--- src/sv/pct_ram.sv ---
`timescale 1ns / 1ps

// Simple dual-port RAM, one write port, one registered read port.
module pct_ram #(
	parameter int WIDTH = 8,
	parameter int DEPTH = 64,
	localparam int AW = (DEPTH > 1) ? $clog2(DEPTH) : 1
) (
	input  logic             clk,
	input  logic             we,
	input  logic [AW-1:0]    waddr,
	input  logic [WIDTH-1:0] wdata,
	input  logic             re,
	input  logic [AW-1:0]    raddr,
	output logic [WIDTH-1:0] rdata
);

	logic [WIDTH-1:0] mem_q [DEPTH];

	always_ff @(posedge clk) begin
		if (we) begin
			mem_q[waddr] <= wdata;
		end
		if (re) begin
			rdata <= mem_q[raddr];
		end
	end

endmodule

--- config.mk ---
export PLATFORM = sky130hd
export DESIGN_NAME = pct_ram
export DESIGN_NICKNAME = d
export VERILOG_FILES = /design/src/sv/pct_ram.sv
export SDC_FILE = /design/constraint.sdc
export NUM_CORES = 1
export LEC_CHECK = 0
export BUFFER_PORTS_ARGS = -buffer_cell sky130_fd_sc_hd__clkbuf_2
export CAP_MARGIN = 40
export CORE_ASPECT_RATIO = 0.9
export CORE_UTILIZATION = 40
export DETAILED_ROUTE_END_ITERATION = 7
export PLACE_DENSITY = 0.61
export SYNTH_ARGS = -nofsm -noshare
export SYNTH_HDL_FRONTEND = slang
export SYNTH_SLANG_ARGS = --single-unit
--- constraint.sdc ---
create_clock -name clk -period 2.5 [get_ports clk]
set_input_delay 0.375 -clock clk [delete_from_list [all_inputs] [get_ports clk]]
set_output_delay 0.375 -clock clk [all_outputs]
set_load 0.005 [all_outputs]
==> impl_results.md <==
- ANT nets after route: 0
- Post-synth cell types: 39
- CTS Buffer Depth: 3
- Syn_nets: 963
- Crit path capture type: register
- Core region area: a little under 50000 sq um
- LEAKAGE: between 7 and 8 nW
- Max cap viols: 0
- Wire length of the first global-routing pass: between 60 and 70 mm
- Synth Warn #: 0
- Most frequent cells in the layout: edfxtp_1 (520), mux4_2 (126), buf_4 (120), nor2_1 (83), clkbuf_16 (51)
- Post-Place Cell Area: approximately 22000 sq um
- Fmax: approximately 470 MHz
- Startpoint Class: register
- Predominant post-synthesis flop cell: edfxtp_1
- Max Slew Vio Count: 0
- Root Driver: clkbuf_16
- Number of synthesized register bits: 520
- Critical Path Start: mem_q[21][6]
- Total power: about 18 mW
- # rows: 77
- Async set-or-reset flop fraction in the synthesized netlist: 0%
- EDFF count, synth: between 500 and 600
- Die Area: 51500 sq um
- RSZ-0062 raised after global routing: false
- Die width: about 240 um
- Cells after DPL: approximately 1700
- Initial core utilization: roughly 41%
- Highest-delay cell along the critical path: mux4_2
- Initial antenna violation count: 3
- Largest net degree at the start of global routing: 65
- Post-route cell area: roughly 24000 sq um
- Status: finished clean
- Clock sink total: 520
- CTS buffer count: between 50 and 60
- Final min period: between 2000 and 2500 ps
- Syn Area/Cell: roughly 22 sq um
- Clock Skew: between 20 and 30 ps
- H-tree Lvls: 2
- Slew @ Worst Pin: 726 ps
- Ranking of synthesized cells by area: edfxtp_1 (77%), mux4_2 (14%), nor2_1 (1.5%), mux2i_1 (1.1%), mux2_2 (0.72%)
- Post-Route WL: 45.9 mm
- Clk_lat worst skew: ~580 ps
- CP Class: register to register
- Relative slew slack: about half
- Resized Gates After CTS: 0
- Setup TNS: 0 ps
- Hold Vio Cnt, Final: 0
- Nets: approximately 1100
- Total track usage: 18.3%
- Critical Path Max Stage Delay: ~470 ps
- HP Start: re
- Register area share after synthesis: 77.1%
- Most common cell after layout, fill and taps aside: edfxtp_1
- Wire per inst: roughly 25 um
- RePlAce Congestion: 0.796
- # IOs: 31
- Worst hold stages: 1
- CTS Hold Buffers Added: 0
- Pre-CTS setup slack: -82.6 ps
- CTS tree: done
- DRC violations left: 0
- Pwr dens: about 760 nW/um^2
- Share of Yosys cell area claimed by the top area cell type: 77.1%
- # setup viols final: 0
- Final setup margin: approximately 390 ps
- Post-synth top area cell: edfxtp_1
- Worst r2r src: mem_q[21][6]
- Via-to-Cell Ratio: 5.43
- Req. time, crit path: about 2800 ps
- Clk slew on worst S/H paths: about 60 ps
- Post-synthesis cell area: roughly 20000 sq um
- Pre-antenna DRT Iters: 5
- Critical-path cell list: mux4_2 -> mux2_2 -> o221a_2 -> nor3_1 -> buf_4 -> o32ai_1
- Non-filler cells, final: 1817
- Arrival time at the worst endpoint: 2430 ps
- Via count: ~9900
- GRT overflow: 0
- Synth-to-layout area growth: 17.2%
- Tcrit/Tclk final: 84.5%
- Setup Buffers After CTS: 0
- # port buffers: 30
- Layout cell share with drive strength beyond 1: about a third
- R2r worst-path depth: 6
- CP max FO: 1
- Mapped Cells: 940
- Type of the tightest min-delay check: input pin to register
- Die height: 215 um
- 1st-iter DRT viols: about 1100
- HPWL after DPL: approximately 30 mm
- VDD IR max: approximately 0.46 mV
- Vias in the first global route: roughly 10000
==> final timing paths <==
check | to | slack [ps]
min reg2reg | rdata[7] | 950
min | rdata[7] | 210
max | rdata[6] | 390
max reg2reg | rdata[6] | 390
==> flip-flops by register name (all words and copies together) (netlist names) <==
register	cells
mem_q	512
rdata	8
==> kinds of logic after synthesis <==
kind of cell | count (synthesis) | synth area share [%]
AOI/OAI and AO/OA | 54 | 2.06
buffers and inverters | 51 | 1.56
DFF | 520 | 77.1
muxes | 162 | 15.9
and+or+nand+nor | 153 | 3.37
==> power by group <==
part | leakage [nW] | internal [mW] | switching [mW]
registers | 4.69 | 9.67 | 0.0282
logic | 2.17 | 0.411 | 0.563
clock network | 0.764 | 4.24 | 3.10
==> cell type report <==
class	count	area, sq um
fill	4114	25800
sequential	520	15600
multi-input combinational	369	4320
timing repair buffer	164	1380
clock buffer	65	1330
tap	671	840
clock inverter	25	238
antenna	3	7.51
==> cells in the mapped netlist, types with 3 or more instances <==
cell type,count
nand3_1,13
edfxtp_1,520
nor2b_1,14
a21oi_1,3
mux2i_1,23
o22ai_1,8
o2bb2ai_1,3
clkbuf_1,17
mux4_2,126
buf_6,4
nand3b_1,3
o221ai_1,8
buf_2,11
nand2b_1,7
nor2_1,83
nor3_1,7
o2111ai_1,3
a221oi_1,6
a22oi_1,3
buf_1,4
a211oi_1,4
buf_4,13
nand2_1,19
mux2_2,13
==> metrics by stage <==
stage | hold WS (ps) | util [%]
final | 209 | 47.9
after CTS | 169 | 47.9
after global placement | 789 | 44.7
after floorplan | 474 | -
after global routing | 166 | 47.9
after detailed placement | 793 | 44.7
==> metal layers <==
| metal | GRT usage, % | share of wire [%] |
|---|---|---|
| met1 | 26.8 | 44 |
| met4 | 4.57 | 1.9 |
| met5 | 0 | 0.028 |
| met3 | 4.37 | 7.3 |
| met2 | 27.6 | 47 |
==> critical path, delay by kind of cell (launching register included) <==
family	cells	cell delay, ps
multiplexers	2	760
buffers and inverters	1	170
flip-flops	1	360
AND/OR/NAND/NOR	1	190
AO/OA/AOI/OAI	2	370
(Power assumes the default switching activity.)
