$ cat src/sv/pct_pkg.sv
`timescale 1ns / 1ps

package pct_pkg;

	localparam int DEF_MAX_POINTS = 64;
	localparam int DEF_TAG_BITS   = 16;

	// fixed field widths of the ports
	localparam int POINT_W    = 6;
	localparam int TAG_PORT_W = 16;
	localparam int MASK_W     = 64;
	localparam int CFG_W      = 7;
	localparam int REQ_W      = 2;

	localparam logic [CFG_W-1:0] CFG_NUM_POINTS_RST = 7'd64;

	// request kinds
	localparam logic [REQ_W-1:0] REQ_LOAD  = 2'd0;
	localparam logic [REQ_W-1:0] REQ_CLEAR = 2'd1;
	localparam logic [REQ_W-1:0] REQ_MARK  = 2'd2;

	// pair progress codes
	localparam logic [1:0] CELL_BLANK = 2'd0;
	localparam logic [1:0] CELL_HALF  = 2'd1;
	localparam logic [1:0] CELL_DONE  = 2'd2;

	// sequencer phase, one-hot
	typedef struct packed {
		logic idle;
		logic rd;
		logic adv;
		logic fin;
	} seq_ctl_t;

endpackage

$ cat src/sv/pct_cell.sv
`timescale 1ns / 1ps

// Pair advance unit: picks one cell out of a progress row, steps it and
// rebuilds the row for write-back.
module pct_cell import pct_pkg::*; #(
	parameter int MAX_POINTS = DEF_MAX_POINTS,
	localparam int IW = $clog2(MAX_POINTS)
) (
	input  logic [MAX_POINTS-1:0]   reach_row,
	input  logic                    reach_ok,
	input  logic [2*MAX_POINTS-1:0] prog_row,
	input  logic                    prog_ok,
	input  logic [IW-1:0]           hi,
	output logic                    reachable,
	output logic                    done_now,
	output logic [2*MAX_POINTS-1:0] new_row
);

	logic [2*MAX_POINTS-1:0] base;
	logic [1:0]              code;
	logic [1:0]              nxt;

	always_comb begin
		// a row never written since reset or clear reads as all blank
		base = prog_ok ? prog_row : '0;
		code = base[{hi, 1'b0} +: 2];
		case (code)
			CELL_BLANK: nxt = CELL_HALF;
			CELL_HALF:  nxt = CELL_DONE;
			default:    nxt = code;
		endcase
		reachable = reach_ok && reach_row[hi];
		done_now  = reachable && (code == CELL_HALF);
		new_row   = base;
		new_row[{hi, 1'b0} +: 2] = nxt;
	end

endmodule

$ cat config.mk
export PLATFORM = sky130hd
export DESIGN_NAME = pct_cell
export DESIGN_NICKNAME = d
export VERILOG_FILES = /design/src/sv/pct_pkg.sv /design/src/sv/pct_cell.sv
export SDC_FILE = /design/constraint.sdc
export NUM_CORES = 1
export LEC_CHECK = 0
export BUFFER_PORTS_ARGS = -buffer_cell sky130_fd_sc_hd__buf_2
export CORE_AREA = 2 2 127 129
export DETAILED_ROUTE_END_ITERATION = 10
export DIE_AREA = 0 0 129 131
export SLEW_MARGIN = 40
export SYNTH_ARGS = -nofsm -noshare
export SYNTH_HDL_FRONTEND = slang
export SYNTH_SLANG_ARGS = --single-unit
$ cat constraint.sdc
create_clock -name vclk -period 7.5
set_clock_uncertainty 0.1 [all_clocks]
set_input_delay 1.125 -clock vclk [all_inputs]
set_output_delay 1.125 -clock vclk [all_outputs]
set_load 0.01 [all_outputs]
==> reports/results.tsv <==
stage	metric	value	unit
yosys	ys_seq_area_frac	0	
yosys	yosys.area_share.simple	0.274	
critical_path	crit_top_cell	buf_4	
critical_path	path_cells	buf_4 -> buf_4 -> mux4_2 -> a21o_1 -> nand3_1 -> o311ai_0 -> a22oi_1 -> ha_1 -> clkinv_2 -> buf_4 -> mux2i_1 -> buf_2	
critical_path	max_stage_delay	580	ps
final_layout	fin_util	0.394	
yosys	synth_compound_area_frac	0.125	
floorplanning	core	15600	um^2
timing	fin_ws	1300	ps
critical_path	critPathRequiredTime	6270	ps
critical_path	cp_max_fo	47	
floorplanning	die_width	129	um
yosys	synthMuxAreaShare	0.521	
run	cap_violations	0	
final_layout	fin_nets	1071	
critical_path	critPathSlowestCell	buf_4	
yosys	synth_top_family_by_area	multiplexers	
power_and_ir_drop	p_leak	3.29	nW
global_routing	gr-total-overflow	0	
timing	finalCritPeriodShare	0.827	
yosys	synth.largest_area_cell	mux2i_1	
detailed_routing	vias_per_cell	5.44	
final_layout	seqCellArea	0	um^2
critical_path	arrival	4980	ps
yosys	syn_avg_cell_area	7.51	um^2
yosys	synth-warning-count	0	
final_layout	diodes	0	
critical_path	setup.worst_path.start_class	primary input	
placed_design	dpl_cell_area	6130	um^2
final_layout	clock_buffers	0	
detailed_routing	drc	0	
yosys	synth_top_area_frac	0.337	
critical_path	worst_setup_path_end_kind	output port	
worst_hold_path	hp-class	primary input to output port	
clock_tree	post-cts-setup-buffers	0	
detailed_routing	via_count	5889	
worst_hold_path	min-delay-start	reach_ok	
timing	min_period	6200	ps
timing	fin_tns_setup	0	ps
timing	setup_viol	0	
final_layout	syn_to_final_growth	39.9	%
floorplanning	die_y	131	um
floorplanning	row_count	46	
placed_design	place.gp.congestion	0.908	
final_layout	nFlopsAndLatches	0	
final_layout	drive_above_1_share	0.462	
global_routing	antenna_found_initial	1	
yosys	synth_xor_xnor_area_share	0.00797	
power_and_ir_drop	peakVddDrop	37.1	uV
timing	finalHoldViolations	0	
timing	relSlewSlack	0.458	
global_routing	grt_usage	0.239	
timing	slew_violations	0	
outcome	status	finished clean	
detailed_routing	first_iter_violations	422	
final_layout	fillers	1694	
power_and_ir_drop	powerDensity	66.1	nW/um^2
timing	whs	2470	ps
clock_tree	post_cts_resized	0	
global_routing	grt_max_degree	83	
timing	worst_slew_pin_slew	813	ps
placed_design	io_buffers	330	
yosys	syn_nets	789	
clock_tree	cts_hold_buf	0	
yosys	synthAdderAreaFrac	0.00853	
global_routing	grt_pass1_wl	31.4	mm
floorplanning	die_area	16900	um^2
yosys	synth_cell_types	61	
detailed_routing	wl_per_cell	20.6	um
detailed_routing	dr.pass1.iters	5	
floorplanning	initial_core_util	0.282	
detailed_routing	routed_wl	22.3	mm
yosys	netlist_instances	586	
timing	grt_setup_unrepaired	false	
final_layout	design_area	6150	um^2
critical_path	crit_start	hi[0]	
floorplanning	ios	330	
timing	max_freq	161	MHz
yosys	synth_area	4400	um^2
placed_design	pre_cts_slack	1320	ps
global_routing	grt_pass1_vias	5514	
placed_design	dp_hpwl	18.1	mm
critical_path	critical_path_class	primary input to output port	
yosys	synth_area_leaders	mux2i_1 34%, mux4_2 18%, nand2_1 13%	
detailed_routing	detail-route-antenna-nets	0	
[worst max-delay path: cells and delay by family]
kind | cells | cell delay [ps]
multiplexers | 2 | 680
AND/OR/NAND/NOR | 1 | 70
adder cells (fa/ha/maj) | 1 | 270
AO/OA/AOI/OAI | 3 | 710
buffers and inverters | 5 | 2070
[Yosys cell counts, drive strengths merged (6+ instances only)]
master and instances:
a21oi 7, a22oi 10, buf 21, clkbuf 36, inv 6, mux2i 148, mux4 35, nand2 148
nand2b 6, nand3 24, nor2 24, nor2b 10, nor3 14, o211ai 8, o21ai 16, or4 6
[worst paths after layout]
| check | to | slack [ps] | depth (start not counted) |
|---|---|---|---|
| worst max-delay path | new_row[22] | 1300 | 12 |
| worst min-delay path | done_now | 2470 | 4 |
[cell type report]
cell class	count	area [um^2]	share of cell area
multi-input combinational	522	4150	0.674
timing repair buffer	337	1710	0.278
tap	216	270	0.0439
inverter	7	27.5	0.00447
[metrics by stage]
| stage | cells | power, mW |
|---|---|---|
| after CTS | 1082 | 0.406 |
| after detailed placement | 1082 | 0.405 |
| after floorplan | 586 | 0.236 |
| after global placement | 1082 | 0.401 |
| after global routing | 1082 | 0.439 |
| final | 1082 | 0.407 |
[per-layer routing]
| layer | GRT usage | wire, um | up-vias |
|---|---|---|---|
| met2 | 0.424 | 10900 | 304 |
| met5 | 0 | 13 | - |
| met4 | 0.0428 | 386 | 2 |
| li1 | - | - | 2740 |
| met3 | 0.0301 | 1560 | 24 |
| met1 | 0.316 | 9380 | 2819 |
[cells by family after synthesis]
kind of cell / after synthesis
AND/OR/NAND/NOR: 256
multiplexers: 185
AO/OA/AOI/OAI: 74
buffers and inverters: 64
XOR/XNOR: 4
adder cells (fa/ha/maj): 3
[power by group]
group          switching (mW)  internal (mW)
clock network               0              0
logic                   0.241          0.166
registers                   0              0
[cell usage in the layout (no fill, tap or decap), types with 4 or more instances in the layout]
master / netlist / final
or4_4: 4 / 4
a21o_1: 4 / 4
o21ai_0: 12 / 12
nor3_1: 12 / 11
buf_2: 11 / 328
nand2_1: 148 / 148
a21oi_1: 7 / 7
nor2b_1: 10 / 10
inv_1: 6 / 5
o221ai_1: 5 / 4
o211ai_1: 6 / 6
and2_1: 4 / 4
nor2_1: 24 / 24
mux4_2: 35 / 35
nand3_1: 24 / 24
nand2b_1: 6 / 6
buf_4: 3 / 9
mux2i_1: 148 / 148
a22oi_1: 10 / 10
Power figures use the tool's default switching activity.
