[src/sv/pct_pkg.sv]
`timescale 1ns / 1ps

package pct_pkg;

	localparam int DEF_MAX_POINTS = 64;
	localparam int DEF_TAG_BITS   = 16;

	// fixed field widths of the ports
	localparam int POINT_W    = 6;
	localparam int TAG_PORT_W = 16;
	localparam int MASK_W     = 64;
	localparam int CFG_W      = 7;
	localparam int REQ_W      = 2;

	localparam logic [CFG_W-1:0] CFG_NUM_POINTS_RST = 7'd64;

	// request kinds
	localparam logic [REQ_W-1:0] REQ_LOAD  = 2'd0;
	localparam logic [REQ_W-1:0] REQ_CLEAR = 2'd1;
	localparam logic [REQ_W-1:0] REQ_MARK  = 2'd2;

	// pair progress codes
	localparam logic [1:0] CELL_BLANK = 2'd0;
	localparam logic [1:0] CELL_HALF  = 2'd1;
	localparam logic [1:0] CELL_DONE  = 2'd2;

	// sequencer phase, one-hot
	typedef struct packed {
		logic idle;
		logic rd;
		logic adv;
		logic fin;
	} seq_ctl_t;

endpackage

[src/sv/pct_seq.sv]
`timescale 1ns / 1ps

// Walk sequencer: read / advance cadence over the partners of a marked point.
module pct_seq import pct_pkg::*; #(
	parameter int MAX_POINTS = DEF_MAX_POINTS,
	localparam int IW = $clog2(MAX_POINTS)
) (
	input  logic             clk,
	input  logic             arst_n,
	input  logic             start,
	input  logic [IW-1:0]    p_in,
	input  logic [CFG_W-1:0] n_eff,
	input  logic             adv_ok,
	input  logic             fin_ok,
	output seq_ctl_t         ctl,
	output logic [IW-1:0]    p,
	output logic [IW-1:0]    q,
	output logic [IW-1:0]    lo,
	output logic [IW-1:0]    hi
);

	localparam logic [1:0] S_IDLE = 2'd0;
	localparam logic [1:0] S_RD   = 2'd1;
	localparam logic [1:0] S_ADV  = 2'd2;
	localparam logic [1:0] S_FIN  = 2'd3;

	logic [1:0]    state_q;
	logic [IW-1:0] p_q;
	logic [IW-1:0] q_q;
	logic          above_q;
	logic          has_above;
	logic          end_above;
	logic          end_below;

	assign has_above = (CFG_W'(p_in) + CFG_W'(1)) < n_eff;
	assign end_above = {1'b0, q_q} == ({1'b0, p_q} + 1'b1);
	assign end_below = ({1'b0, q_q} + 1'b1) == {1'b0, p_q};

	always_ff @(posedge clk or negedge arst_n) begin
		if (!arst_n) begin
			state_q <= S_IDLE;
			p_q     <= '0;
			q_q     <= '0;
			above_q <= 1'b0;
		end else begin
			unique case (state_q)
				S_IDLE: begin
					if (start) begin
						p_q <= p_in;
						if (has_above) begin
							above_q <= 1'b1;
							q_q     <= IW'(n_eff - CFG_W'(1));
							state_q <= S_RD;
						end else if (p_in != '0) begin
							above_q <= 1'b0;
							q_q     <= '0;
							state_q <= S_RD;
						end else begin
							state_q <= S_FIN;
						end
					end
				end
				S_RD: begin
					state_q <= S_ADV;
				end
				S_ADV: begin
					if (adv_ok) begin
						if (above_q) begin
							if (end_above) begin
								if (p_q == '0) begin
									state_q <= S_FIN;
								end else begin
									above_q <= 1'b0;
									q_q     <= '0;
									state_q <= S_RD;
								end
							end else begin
								q_q     <= q_q - 1'b1;
								state_q <= S_RD;
							end
						end else begin
							if (end_below) begin
								state_q <= S_FIN;
							end else begin
								q_q     <= q_q + 1'b1;
								state_q <= S_RD;
							end
						end
					end
				end
				S_FIN: begin
					if (fin_ok) begin
						state_q <= S_IDLE;
					end
				end
				default: state_q <= S_IDLE;
			endcase
		end
	end

	assign ctl.idle = (state_q == S_IDLE);
	assign ctl.rd   = (state_q == S_RD);
	assign ctl.adv  = (state_q == S_ADV);
	assign ctl.fin  = (state_q == S_FIN);

	assign p  = p_q;
	assign q  = q_q;
	assign lo = above_q ? p_q : q_q;
	assign hi = above_q ? q_q : p_q;

endmodule

[config.mk]
export PLATFORM = sky130hd
export DESIGN_NAME = pct_seq
export DESIGN_NICKNAME = d
export VERILOG_FILES = /design/src/sv/pct_pkg.sv /design/src/sv/pct_seq.sv
export SDC_FILE = /design/constraint.sdc
export NUM_CORES = 1
export LEC_CHECK = 0
export ABC_AREA = 1
export BUFFER_PORTS_ARGS = -buffer_cell sky130_fd_sc_hd__buf_2
export CAP_MARGIN = 20
export CORE_ASPECT_RATIO = 1.5
export CORE_UTILIZATION = 40
export DETAILED_ROUTE_END_ITERATION = 10
export GPL_TIMING_DRIVEN = 0
export MAX_ROUTING_LAYER = met4
export SETUP_SLACK_MARGIN = 0.15
export SKIP_CTS_REPAIR_TIMING = 1
export SLEW_MARGIN = 40
export SYNTH_ARGS = -nofsm -noshare
export SYNTH_HDL_FRONTEND = slang
export SYNTH_SLANG_ARGS = --single-unit
[constraint.sdc]
create_clock -name clk -period 2.7 [get_ports clk]
set_input_delay 0.54 -clock clk [delete_from_list [all_inputs] [get_ports clk]]
set_output_delay 0.54 -clock clk [all_outputs]
set_load 0.05 [all_outputs]
==> metrics.txt <==
status finished with violations; violated checks DRC; Rows 29; Synth Cell Area 1840 µm²; share of cells above drive strength 1 24.6%; Max Freq 434 MHz; Post-synth EDFFs 0; CTS buffer count 3; gr ovfl total 0; IO Pins 46; final setup fails 0; Place WS 0.106 ns; Worst setup SP type primary input; Hold Fails Final Rpt 0; RSZ-0062 raised after global routing no; Routed WL 5160 µm; initial antenna violation count 0; Syn. warnings 0; crit path DAT 2.44 ns; Initial Util 42.7%; clock slew at reported path FFs 0.06 ns; # diodes 0; Clock H-tree levels 1; Post-route DRC 1; maxcap violations 0; DR WL/cell 12.9 µm; drt pass-1 iters 7; Die Y 85.2 µm; period utilization 85.4%; DIE AREA 4890 µm²; core area 4320 µm²; vias in the first global route 1,860; setup TNS 0 ns; Vias/cell 5.04; largest net degree at the start of global routing 16; Async SR Flop Fraction 100%; post-synth top area cell nand2_1; fin crit period 2.30 ns; worst-margin pin slew 0.501 ns; setup slack after layout 0.395 ns; Worst Skew 0.00671 ns; insertion delay to the later sink of the worst-skew pair 0.24 ns; number of DRC markers in iteration 0 74; Max FO, Critical Path 6; kind of critical path primary input to flip-flop; GPL Wtd Cong 1.00; Die Wd 57.4 µm; Crit path required time 2.83 ns; Tot GR Track Use 22.9%; Distinct cells, synth 29; first-pass GRT wire length 8460 µm; syn_area_per_cell 6.07 µm²; Post-Syn Nets 335; clock buffer depth 2; post-synth top area share 21.8%; HP Class primary input to async pin; CTS root buf clkbuf_8; antenna-violating nets left 0; Post-Synthesis Cells 304; CTS tree done; Final Max Slew Viols 0; ranking of synthesized cells by area nand2_1, dfrtp_1, ha_1, nand3_1, inv_1; flops & latches, synth 15; crit path capture type flip-flop; Nets 385; clock sinks 15; HPWL Detailed 4280 µm; via count 2,010; Area Growth Syn to Fin 18.0%; register area share after synthesis 20.4%; Main synth FF type dfrtp_1; Port Buffers 45; Max-slew headroom 66.6%
==> layout by cell type (no fill, tap or decap) <==
cell type | netlist | layout
a21oi_1 | 5 | 5
buf_2 | 1 | 46
buf_4 | 2 | 2
clkbuf_1 | 3 | 3
clkbuf_2 | 0 | 2
clkbuf_8 | 0 | 3
clkinv_1 | 1 | 1
dfrtp_1 | 15 | 15
ha_1 | 13 | 13
inv_1 | 34 | 34
inv_2 | 12 | 12
nand2_1 | 107 | 106
nand2_2 | 7 | 8
nand3_1 | 29 | 29
nand3_2 | 3 | 3
nand3b_1 | 1 | 1
nand4_1 | 5 | 5
nand4_2 | 2 | 2
nor2_1 | 12 | 12
nor2_2 | 3 | 3
nor2_4 | 4 | 4
nor3_1 | 5 | 5
nor3b_1 | 1 | 1
nor4_1 | 1 | 1
o211ai_1 | 1 | 1
o21a_1 | 1 | 1
o21ai_0 | 19 | 18
o21ai_1 | 2 | 3
or2_2 | 2 | 2
xor2_1 | 12 | 12
==> kinds of logic (layout without fill, tap and decap cells) <==
logic type / after synthesis / count (layout) / synth area share (%)
adder cells (fa/ha/maj): 13 / 13 / 8.82
flip-flops: 15 / 15 / 20.4
AO/OA/AOI/OAI: 28 / 28 / 7.87
buffers and inverters: 54 / 103 / 11.5
AND/OR/NAND/NOR: 182 / 182 / 45.8
XOR/XNOR: 12 / 12 / 5.70
==> per-stage QoR <==
step | hold slack, ns | util [%] | instances | cell area (µm²)
floorplan | 0.244 | - | 304 | 1840
global placement | 0.465 | 49.3 | 395 | 2130
detailed placement | 0.469 | 49.3 | 395 | 2130
CTS | 0.204 | 50.3 | 399 | 2170
global route | 0.211 | 50.4 | 399 | 2180
finish | 0.198 | 50.4 | 399 | 2180
==> final timing paths <==
kind | from | end | slack (ns) | cells after the start
max | p_in[0] | q[1]$_DFFE_PN0P_ | 0.40 | 15
min | arst_n | above_q$_DFFE_PN0P_ | 0.20 | 1
max reg2reg | q[0]$_DFFE_PN0P_ | q[2]$_DFFE_PN0P_ | 0.64 | 12
min reg2reg | q[5]$_DFFE_PN0P_ | q[5]$_DFFE_PN0P_ | 0.59 | 2
max in group asynchronous | arst_n | q[0]$_DFFE_PN0P_ | 2.24 | 1
min in group clk | fin_ok | state_q[0]$_DFFE_PN0P_ | 0.58 | 3
==> routing by layer <==
| layer | wire length (µm) | vias up | global-route usage [%] |
|---|---|---|---|
| met3 | 115 | 4 | 1.68 |
| met1 | 2180 | 906 | 25.6 |
| met2 | 2800 | 37 | 42.3 |
| met4 | 53 | 0 | 6.87 |
| li1 | - | 1063 | - |
| met5 | 0 | - | - |
==> synth_stat cells, types with 4 or more instances <==
cell     count
nand3_1     29
nor2_4       4
a21oi_1      5
xor2_1      12
ha_1        13
inv_2       12
nand2_2      7
nor2_1      12
nor3_1       5
nand2_1    107
inv_1       34
nand4_1      5
dfrtp_1     15
o21ai_0     19
==> worst max-delay path, cell delays in order <==
cell and delay [ns]:
buf_2 0.13, ha_1 0.22, nand3_1 0.12, xor2_1 0.15, inv_1 0.07, ha_1 0.29, a21oi_1 0.15, o21a_1 0.14
nand2_1 0.05, nand2_1 0.10, nand2_2 0.09, inv_1 0.09, nand3_2 0.14, nand2_1 0.10, nand2_1 0.05
==> sequential cells by signal (all words and copies together), names as in the netlist <==
name and count:
q 6, p 6, above_q 1, state_q 2
==> area by class of cell <==
type | instances | area [µm²]
plain buffers | 7 | 37.5
clock buffers | 4 | 45.0
fillers | 487 | 2140
inverters | 47 | 176
multi-input cells | 235 | 1260
flip-flops and latches | 15 | 375
well taps | 46 | 57.6
repair buffers | 45 | 225
Power is left out: the tool's default activity adds up to more than one toggle a clock period on the data nets, which glitch-free logic cannot reach.
